File: config.mk
export PLATFORM = sky130hd
export DESIGN_NAME = japanese_text_glyph_decoder_unit
export DESIGN_NICKNAME = d
export VERILOG_FILES = /design/src/rtl/jtgd_pkg.sv /design/src/rtl/japanese_text_glyph_decoder_unit.sv /design/src/rtl/jtgd_front.sv /design/src/rtl/jtgd_queue.sv /design/src/rtl/jtgd_back.sv
export SDC_FILE = /design/constraint.sdc
export NUM_CORES = 1
export LEC_CHECK = 0
export ABC_AREA = 0
export BUFFER_PORTS_ARGS = -buffer_cell sky130_fd_sc_hd__buf_2
export CAP_MARGIN = 20
export CORE_UTILIZATION = 27
export CTS_CLUSTER_DIAMETER = 40
export DETAILED_ROUTE_END_ITERATION = 16
export GPL_TIMING_DRIVEN = 0
export HOLD_SLACK_MARGIN = 0.02
export PLACE_DENSITY = 0.5
export SETUP_SLACK_MARGIN = 0.2
export SLEW_MARGIN = 10
export SYNTH_ARGS = -nofsm -noshare
export SYNTH_HDL_FRONTEND = slang
export SYNTH_SLANG_ARGS = --single-unit
File: constraint.sdc
create_clock -name i_clk -period 8.45 [get_ports i_clk]
set_clock_uncertainty 0.1 [all_clocks]
set_input_delay 0 -clock i_clk [delete_from_list [all_inputs] [get_ports i_clk]]
set_output_delay 0 -clock i_clk [all_outputs]
set_load 0.05 [all_outputs]
File: src/rtl/jtgd_pkg.sv
// Shared types and constants of the Japanese text glyph decoder.
// No dependencies; every rtl file of the block imports this package.
package jtgd_pkg;

    // Decoding modes held in the mode register (other codes decode as plain bytes)
    localparam logic [1:0] LANG_SJIS = 2'd1;
    localparam logic [1:0] LANG_EUC  = 2'd2;

    // Lead byte ranges
    localparam logic [7:0] SJIS_LEAD_A_LO = 8'h81;
    localparam logic [7:0] SJIS_LEAD_A_HI = 8'h9f;
    localparam logic [7:0] SJIS_LEAD_B_LO = 8'he0;
    localparam logic [7:0] SJIS_LEAD_B_HI = 8'hfc;
    localparam logic [7:0] EUC_LEAD_LO    = 8'h81;
    localparam logic [7:0] EUC_LEAD_HI    = 8'hfe;

    // Shift-JIS trail byte ranges
    localparam logic [7:0] SJIS_TRAIL_A_LO = 8'h40;
    localparam logic [7:0] SJIS_TRAIL_A_HI = 8'h7e;
    localparam logic [7:0] SJIS_TRAIL_B_LO = 8'h80;
    localparam logic [7:0] SJIS_TRAIL_B_HI = 8'h9e;

    // Signed arithmetic on row and cell
    localparam int                 CELL_W       = 16;
    localparam logic signed [15:0] SJIS_BASE_A  = 16'sh0081;
    localparam logic signed [15:0] SJIS_BASE_B  = 16'sh00e0;
    localparam logic signed [15:0] SJIS_ROW_B   = 16'sd62;
    localparam logic signed [15:0] SJIS_TR_A    = 16'sh0040;
    localparam logic signed [15:0] SJIS_TR_B    = 16'sd65;   // 0x80 - 63
    localparam logic signed [15:0] SJIS_TR_C    = 16'sh009f;
    localparam logic signed [15:0] EUC_BASE     = 16'sh00a1;
    localparam logic signed [15:0] CELLS_PER_ROW = 16'sd94;

    // Pen column
    localparam logic [11:0] COL_MAX  = 12'hfff;
    localparam logic [11:0] COL_SAT  = 12'd4087;
    localparam logic [11:0] COL_STEP = 12'd8;

    localparam logic [18:0]        NAT_BASE   = 19'd4096;
    localparam logic [18:0]        HALF_OFS   = 19'd16;
    localparam logic signed [12:0] GLYPH_W    = 13'sd8;

    // Decoded command passed from front to back through the queue
    typedef struct packed {
        logic        is_double;
        logic        font_select;
        logic [18:0] glyph_offset;
        logic [11:0] column;
        logic        bad_code;
    } t_cmd;

    // One result item
    typedef struct packed {
        logic               font_select;
        logic [18:0]        glyph_offset;
        logic signed [12:0] draw_x;
        logic               bad_code;
        logic               last;
    } t_result;

endpackage

File: src/rtl/japanese_text_glyph_decoder_unit.sv
// Top level of the Japanese text glyph decoder.
// Uses jtgd_pkg, jtgd_front, jtgd_queue and jtgd_back.

// Turns a stream of text bytes into glyph fetch commands for a text display.
// The mode register selects plain single-byte text (0, and the unused code 3),
// Shift-JIS (1) or EUC-JP (2). In the multi-byte modes a lead byte is held and
// gives no item; its trail byte gives two items, the left half-glyph at
// column - 8 and the right half at the column, from the loaded font at
// 4096 + cell*32 (+16 for the right half). A cell below zero or at or above
// CELL_COUNT raises bad_code and gives offset zero. A zero byte is a string
// terminator and gives nothing. The pen column moves on by 8 for every nonzero
// byte and saturates at 4095; first_of_string loads it from start_x first.
// Rate: one byte is taken every cycle while the command queue has room; the
// result register hands out one item per cycle while items are popped, so a
// double-byte character holds the back part for both of its items and single
// bytes go through at one per cycle. A byte's command passes through the command queue and then the result register.
// QUEUE_DEPTH sets how many decoded commands may wait between the two halves.
// Write the mode register only while the block is idle.
module japanese_text_glyph_decoder_unit #(
    parameter int CELL_COUNT  = 12288,
    parameter int QUEUE_DEPTH = 4
) (
    input  logic               i_clk,
    input  logic               i_rst_n,
    // mode register
    input  logic               i_cfg_we,
    input  logic [1:0]         i_cfg_wdata,
    // byte side
    input  logic               push,
    output logic               full,
    input  logic [7:0]         i_char_byte,
    input  logic               i_first_of_string,
    input  logic [11:0]        i_start_x,
    // result side
    output logic               empty,
    input  logic               pop,
    output logic               o_font_select,
    output logic [18:0]        o_glyph_offset,
    output logic signed [12:0] o_draw_x,
    output logic               o_bad_code,
    output logic               o_last
);
    import jtgd_pkg::*;

    logic    accept, q_wr, q_pop, q_full, q_empty;
    t_cmd    cmd, head;
    t_result result;

    // Take a byte whenever the queue can hold its command
    assign full   = q_full;
    assign accept = push && !q_full;

    jtgd_front #(
        .CELL_COUNT (CELL_COUNT)
    ) u_front (
        .i_clk             (i_clk),
        .i_rst_n           (i_rst_n),
        .i_cfg_we          (i_cfg_we),
        .i_cfg_wdata       (i_cfg_wdata),
        .i_accept          (accept),
        .i_char_byte       (i_char_byte),
        .i_first_of_string (i_first_of_string),
        .i_start_x         (i_start_x),
        .o_wr              (q_wr),
        .o_cmd             (cmd)
    );

    jtgd_queue #(
        .DEPTH (QUEUE_DEPTH)
    ) u_queue (
        .i_clk     (i_clk),
        .i_rst_n   (i_rst_n),
        .i_wr      (q_wr),
        .i_wr_data (cmd),
        .i_rd      (q_pop),
        .o_rd_data (head),
        .o_full    (q_full),
        .o_empty   (q_empty)
    );

    jtgd_back u_back (
        .i_clk     (i_clk),
        .i_rst_n   (i_rst_n),
        .i_head    (head),
        .i_q_empty (q_empty),
        .o_q_pop   (q_pop),
        .i_pop     (pop),
        .o_empty   (empty),
        .o_result  (result)
    );

    // Hand the result register straight to the ports
    assign o_font_select  = result.font_select;
    assign o_glyph_offset = result.glyph_offset;
    assign o_draw_x       = result.draw_x;
    assign o_bad_code     = result.bad_code;
    assign o_last         = result.last;

endmodule

File: src/rtl/jtgd_front.sv
// Front part: mode register, pen column, pending lead byte and byte classification.
// Uses jtgd_pkg; drives one decoded command per accepted nonzero byte that is not a held lead byte into the queue.
module jtgd_front #(
    parameter int CELL_COUNT = 12288
) (
    input  logic                 i_clk,
    input  logic                 i_rst_n,
    input  logic                 i_cfg_we,
    input  logic [1:0]           i_cfg_wdata,
    input  logic                 i_accept,
    input  logic [7:0]           i_char_byte,
    input  logic                 i_first_of_string,
    input  logic [11:0]          i_start_x,
    output logic                 o_wr,
    output jtgd_pkg::t_cmd       o_cmd
);
    import jtgd_pkg::*;

    localparam logic signed [CELL_W-1:0] CellLim = CELL_W'(CELL_COUNT);

    logic [1:0]  r_lang_mode;
    logic [7:0]  r_pending;
    logic [11:0] r_column;
    logic [7:0]  n_pending;
    logic [11:0] n_column;

    logic        is_mb, is_sjis, lead_byte, nul, take_lead, dbl;
    logic [11:0] col_cur;
    logic signed [CELL_W-1:0] lb, sb, row, cp, cell_idx;
    logic        bad;
    logic [18:0] base;

    assign is_sjis = (r_lang_mode == LANG_SJIS);
    assign is_mb   = is_sjis || (r_lang_mode == LANG_EUC);
    assign nul     = (i_char_byte == 8'd0);
    assign col_cur = i_first_of_string ? i_start_x : r_column;

    always_comb begin
        if (is_sjis) begin
            lead_byte = (i_char_byte >= SJIS_LEAD_A_LO && i_char_byte <= SJIS_LEAD_A_HI)
                     || (i_char_byte >= SJIS_LEAD_B_LO && i_char_byte <= SJIS_LEAD_B_HI);
        end else begin
            lead_byte = (i_char_byte >= EUC_LEAD_LO && i_char_byte <= EUC_LEAD_HI);
        end
    end

    assign take_lead = !nul && is_mb && (r_pending == 8'd0) && lead_byte;
    assign dbl       = !nul && is_mb && (r_pending != 8'd0);

    // Row and cell of the double-byte code
    assign lb = signed'({8'd0, r_pending});
    assign sb = signed'({8'd0, i_char_byte});

    always_comb begin
        if (is_sjis) begin
            if (r_pending >= SJIS_LEAD_A_LO && r_pending <= SJIS_LEAD_A_HI) begin
                row = (lb - SJIS_BASE_A) <<< 1;
            end else begin
                row = ((lb - SJIS_BASE_B) <<< 1) + SJIS_ROW_B;
            end
            if (i_char_byte >= SJIS_TRAIL_A_LO && i_char_byte <= SJIS_TRAIL_A_HI) begin
                cp = sb - SJIS_TR_A;
            end else if (i_char_byte >= SJIS_TRAIL_B_LO && i_char_byte <= SJIS_TRAIL_B_HI) begin
                cp = sb - SJIS_TR_B;
            end else begin
                cp  = sb - SJIS_TR_C;
                row = row + 16'sd1;
            end
        end else begin
            row = lb - EUC_BASE;
            cp  = sb - EUC_BASE;
        end
    end

    assign cell_idx = row * CELLS_PER_ROW + cp;
    assign bad      = (cell_idx < 0) || (cell_idx >= CellLim);
    assign base     = bad ? 19'd0 : (NAT_BASE + {cell_idx[13:0], 5'd0});

    always_comb begin
        o_cmd.is_double    = dbl;
        o_cmd.font_select  = is_mb;
        o_cmd.glyph_offset = dbl ? base : {7'd0, i_char_byte, 4'd0};
        o_cmd.column       = col_cur;
        o_cmd.bad_code     = dbl && bad;
    end

    assign o_wr = i_accept && !nul && !take_lead;

    always_comb begin
        n_pending = r_pending;
        if (take_lead) begin
            n_pending = i_char_byte;
        end else if (dbl) begin
            n_pending = 8'd0;
        end
        if (nul) begin
            n_column = col_cur;
        end else if (col_cur >= COL_SAT) begin
            n_column = COL_MAX;
        end else begin
            n_column = col_cur + COL_STEP;
        end
    end

    always_ff @(posedge i_clk) begin
        if (!i_rst_n) begin
            r_lang_mode <= 2'd0;
            r_pending   <= 8'd0;
            r_column    <= 12'd0;
        end else begin
            if (i_cfg_we) begin
                r_lang_mode <= i_cfg_wdata;
            end
            if (i_accept) begin
                r_pending <= n_pending;
                r_column  <= n_column;
            end
        end
    end

endmodule

File: src/rtl/jtgd_queue.sv
// Short command queue between the front and back parts.
// Uses jtgd_pkg for the command type; register storage, DEPTH entries.
module jtgd_queue #(
    parameter int DEPTH = 4
) (
    input  logic           i_clk,
    input  logic           i_rst_n,
    input  logic           i_wr,
    input  jtgd_pkg::t_cmd i_wr_data,
    input  logic           i_rd,
    output jtgd_pkg::t_cmd o_rd_data,
    output logic           o_full,
    output logic           o_empty
);
    import jtgd_pkg::*;

    localparam int AW = (DEPTH > 1) ? $clog2(DEPTH) : 1;
    localparam int CW = $clog2(DEPTH + 1);

    t_cmd          r_mem [DEPTH];
    logic [AW-1:0] r_wr_ptr, r_rd_ptr;
    logic [CW-1:0] r_count;
    logic          wr_en, rd_en;

    assign o_full    = (r_count == CW'(DEPTH));
    assign o_empty   = (r_count == '0);
    assign wr_en     = i_wr && !o_full;
    assign rd_en     = i_rd && !o_empty;
    assign o_rd_data = r_mem[r_rd_ptr];

    always_ff @(posedge i_clk) begin
        if (wr_en) begin
            r_mem[r_wr_ptr] <= i_wr_data;
        end
    end

    always_ff @(posedge i_clk) begin
        if (!i_rst_n) begin
            r_wr_ptr <= '0;
            r_rd_ptr <= '0;
            r_count  <= '0;
        end else begin
            if (wr_en) begin
                r_wr_ptr <= (r_wr_ptr == AW'(DEPTH - 1)) ? '0 : r_wr_ptr + 1'b1;
            end
            if (rd_en) begin
                r_rd_ptr <= (r_rd_ptr == AW'(DEPTH - 1)) ? '0 : r_rd_ptr + 1'b1;
            end
            case ({wr_en, rd_en})
                2'b10:   r_count <= r_count + 1'b1;
                2'b01:   r_count <= r_count - 1'b1;
                default: r_count <= r_count;
            endcase
        end
    end

endmodule

File: src/rtl/jtgd_back.sv
// Back part: expands queued commands into result items through a result
// register, one per cycle if popped. Uses jtgd_pkg for command, result types.
module jtgd_back (
    input  logic              i_clk,
    input  logic              i_rst_n,
    input  jtgd_pkg::t_cmd    i_head,
    input  logic              i_q_empty,
    output logic              o_q_pop,
    input  logic              i_pop,
    output logic              o_empty,
    output jtgd_pkg::t_result o_result
);
    import jtgd_pkg::*;

    logic    r_valid, r_second;
    t_result r_out;
    logic    n_valid, n_second;
    t_result n_out;
    logic    load;
    logic signed [12:0] x_col;
    t_result res_first, res_last;

    assign load  = !r_valid || i_pop;
    assign x_col = signed'({1'b0, i_head.column});

    always_comb begin
        res_first.font_select  = i_head.font_select;
        res_first.glyph_offset = i_head.glyph_offset;
        res_first.draw_x       = x_col - GLYPH_W;
        res_first.bad_code     = i_head.bad_code;
        res_first.last         = 1'b0;

        // Single byte, or right half of a double (offset moves on by one bitmap)
        res_last.font_select   = i_head.font_select;
        res_last.glyph_offset  = (r_second && !i_head.bad_code)
                               ? (i_head.glyph_offset | HALF_OFS) : i_head.glyph_offset;
        res_last.draw_x        = x_col;
        res_last.bad_code      = i_head.bad_code;
        res_last.last          = 1'b1;
    end

    always_comb begin
        n_valid  = r_valid;
        n_second = r_second;
        n_out    = r_out;
        o_q_pop  = 1'b0;
        if (load) begin
            if (r_second) begin
                n_out    = res_last;
                n_valid  = 1'b1;
                n_second = 1'b0;
                o_q_pop  = 1'b1;
            end else if (!i_q_empty) begin
                n_valid = 1'b1;
                if (i_head.is_double) begin
                    n_out    = res_first;
                    n_second = 1'b1;
                end else begin
                    n_out   = res_last;
                    o_q_pop = 1'b1;
                end
            end else begin
                n_valid = 1'b0;
            end
        end
    end

    always_ff @(posedge i_clk) begin
        r_out <= n_out;
    end

    always_ff @(posedge i_clk) begin
        if (!i_rst_n) begin
            r_valid  <= 1'b0;
            r_second <= 1'b0;
        end else begin
            r_valid  <= n_valid;
            r_second <= n_second;
        end
    end

    assign o_empty  = !r_valid;
    assign o_result = r_out;

`ifndef SYNTHESIS
    // The head command stays queued until its right half has gone out
    a_second_has_head: assert property (@(posedge i_clk) disable iff (!i_rst_n)
        r_second |-> !i_q_empty)
        else $error("right half pending with an empty queue");

    // A non-final item is always a left half of the national font
    a_first_half: assert property (@(posedge i_clk) disable iff (!i_rst_n)
        (r_valid && !r_out.last) |-> (r_out.font_select && r_second))
        else $error("non-final item outside a double-byte pair");

    // The right half is the next item loaded after its left half
    a_pair_order: assert property (@(posedge i_clk) disable iff (!i_rst_n)
        (r_second && load) |=> (r_valid && r_out.last))
        else $error("right half did not follow its left half");
`endif

endmodule
==> impl_metrics.yaml <==
run_status:
  outcome: "finished, final reports clean"
global_route:
  antenna_found_initial: 1
  track_usage_pct: 12.0
  grt_pass1_vias: 7050
  overflow: 0
  grt_pass1_wl_um: 38500
  grt_max_degree: 28
finish:
  nFillCells: 4069
  final_cells: 1552
  drive_above_1_share_pct: 19.4
  antennaDiodeCount: 0
  area_growth_syn_to_layout_pct: 17.6
  nets: 1140
floorplan:
  rows: 73
  io_pins: 65
  die_w_um: 204
  core-area_mm2: 0.0400
  die_area_mm2: 0.0417
  initial_utilization_pct: 27.6
  die_y_um: 204
sta:
  worst_slack_ns: 0.710
  finalHoldViolations: 0
  min_period_ns: 7.74
  drv_slew: 0
  rsz0062_at_grt: "false"
  fin_hold_ws_ns: 0.0440
  tns_ns: 0
  slew-limit-headroom_pct: 37.8
  period_share_pct: 91.6
  setup_violations: 0
  max_freq_mhz: 129
  tightest_slew_ns: 0.932
worst_setup_path:
  r2r_setup_slack_ns: 0.77
  crit_type: "in -> reg"
  worstPathMaxFanout: 10
  cp.arrival_ns: 7.83
  crit_path_max_incr_delay_ns: 0.60
  rr_startpoint: "u_front.r_lang_mode[0]"
  critPathSlowestCell: "fa_1"
  endpoint_kind: "flop"
  critPathLaunchType: "input pin"
  cpMostUsedCell: "ha_1"
  critPathLaunch: "i_char_byte[1]"
  cp.required_ns: 8.54
clock_tree:
  numCtsBuffers: 17
  clock_latency_ns: 0.43
  cts_sinks: 184
  htreeDepth: 4
  cts_tree: "built"
  cts_buffer_depth: 2
  path_clk_slew_ns: 0.07
  cts_root_buf: "clkbuf_16"
yosys:
  syn_area_mm2: 0.0110
  ys_warn_count: 0
  async_flop_share_pct: 0
  synthDistinctLibCells: 80
  postSynthAreaPerCell_um2: 12.2
  ys_seq_elements: 184
  synthFlopType: "edfxtp_1"
  synth_edf_count: 151
  synthCells: 905
  synth-seq-area-share_pct: 47.1
min_path:
  min_path_type: "in -> reg"
  hold_start: "i_char_byte[4]"
drt:
  wl_per_cell_um: 15.7
  via_per_inst: 4.65
  drt_iter0_drc: 428
  drc: 0
  num_vias: 7214
  wirelength_um: 24300
  drtPass1Iterations: 5
  ant_nets: 0
placement:
  place.gp.congestion: 0.802
  pre_cts_ws_ns: 0.102
  dp_hpwl_um: 18200
  placedCellCount: 1498
  io_buffers: 60
run:
  cap_violations: 0
==> cell usage in the layout (no fill, tap or decap), types with 5 or more instances in the layout <==
master           n
a211oi_1         8
a21boi_0         5
a21o_1           9
a21oi_1         26
a22oi_1         10
a31oi_1          6
and2_1           9
and3_1           9
buf_1            5
buf_12           5
buf_2           65
buf_4            7
clkbuf_1        25
clkbuf_16       17
dfxtp_1         33
dlygate4sd3_1   20
edfxtp_1       151
fa_1            31
ha_1            67
inv_1           94
mux2_2          12
mux2i_1         17
mux4_2          28
nand2_1         37
nand2b_1         7
nand3_1         20
nor2_1          32
nor2_4           5
nor2b_1         24
nor3_1          13
nor3_2           8
o21a_1           9
o21ai_0         27
o21bai_1         7
o221a_2         12
o22ai_1          7
or2_2            6
or3_1           10
xnor2_1         43
xor2_1          10
==> per-layer routing <==
metal	global-route usage (%)	share of wire, %	vias to the layer above	wire [um]
met4	3.25	1.1	2	277
met2	19.8	48	110	11600
met3	2.07	2.8	21	675
met5	0	0.058	-	14
li1	-	-	3519	-
met1	16.1	48	3562	11700
==> final cells by class <==
class / instances / area [um2] / area share [%]
multi-input combinational: 585 / 5350 / 41.2
sequential: 184 / 5190 / 40.0
tap: 525 / 657 / 5.06
timing repair buffer: 87 / 616 / 4.74
clock buffer: 19 / 433 / 3.34
inverter: 96 / 360 / 2.78
buffer: 43 / 205 / 1.58
clock inverter: 13 / 166 / 1.28
==> synthesized netlist by cell type, types with 6 or more instances <==
cell        n  area share [%]
a211oi_1    8            0.54
a21o_1      9            0.61
a21oi_1    27             1.2
a22oi_1    10            0.68
a31oi_1     7            0.40
and2_1      9            0.51
and3_1      9            0.51
buf_1       6            0.20
clkbuf_1   24            0.82
dfxtp_1    33             6.0
edfxtp_1  151              41
fa_1       31             5.6
ha_1       67             7.6
inv_1      94             3.2
mux2_2     12             1.2
mux2i_1    17             1.5
mux4_2     28             5.7
nand2_1    37             1.3
nand2b_1    7            0.40
nand3_1    20            0.91
nor2_1     37             1.3
nor2b_1    24             1.4
nor3_1     13            0.59
nor3_2      8            0.73
o21a_1      9            0.61
o21ai_0    28             1.3
o21bai_1    7            0.48
o221a_2    12             1.2
o22ai_1     7            0.40
or2_2       6            0.34
or3_1      10            0.57
xnor2_1    43             3.4
xor2_1     10            0.79
==> critical path, delay by kind of cell <==
| kind | cells | cell delay [ns] |
|---|---|---|
| adder cells (fa/ha/maj) | 5 | 1.82 |
| XOR/XNOR | 2 | 0.50 |
| AO/OA/AOI/OAI | 10 | 2.26 |
| buffers and inverters | 8 | 1.70 |
| AND/OR/NAND/NOR | 7 | 1.54 |
==> through the flow <==
step | cell area (um2) | utilization (%)
6_report | 13000 | 32.4
5_1_grt | 13000 | 32.4
4_1_cts | 13000 | 32.4
3_5_place_dp | 12100 | 30.3
3_3_place_gp | 12000 | 30.0
2_1_floorplan | 11000 | -
==> sequential cells by signal (all words and copies together) (netlist names), named ones only <==
register,count
u_back.o_result,31
u_back.r_second,1
u_queue.r_mem,120
u_queue.r_count,3
u_front.r_lang_mode,2
u_queue.r_rd_ptr,2
u_back.r_valid,1
u_front.r_pending,8
u_queue.r_wr_ptr,2
u_front.r_column,12
==> what timing repair did <==
action | 4_1_cts | 5_1_grt
resized for setup | 1 | 6
hold buffers | 20 | 0
setup buffers | 0 | 2
pin swaps | 0 | 1
hold endpoints to repair | 54 | 0
endpoints found under the setup margin | 32 | 56
==> path summary, 6_finish.rpt <==
check	endpoint	cells after the start
hold reg to reg	u_back.r_second	2
setup reg to reg	u_queue.r_mem[2][18]	27
setup / recovery	u_queue.r_mem[2][18]	32
hold / removal	u_front.r_pending[4]	4
==> kinds of logic after synthesis <==
group           synth area share (%)
simple gates                    9.93
flops                           47.1
compound gates                  11.2
buf+inv                         5.10
fa+ha+maj                       13.2
xor+xnor                        4.92
mux                             8.48
other cells                   0.0340
Power is left out: the tool's default activity adds up to more than one toggle a clock period on the data nets, which glitch-free logic cannot reach.
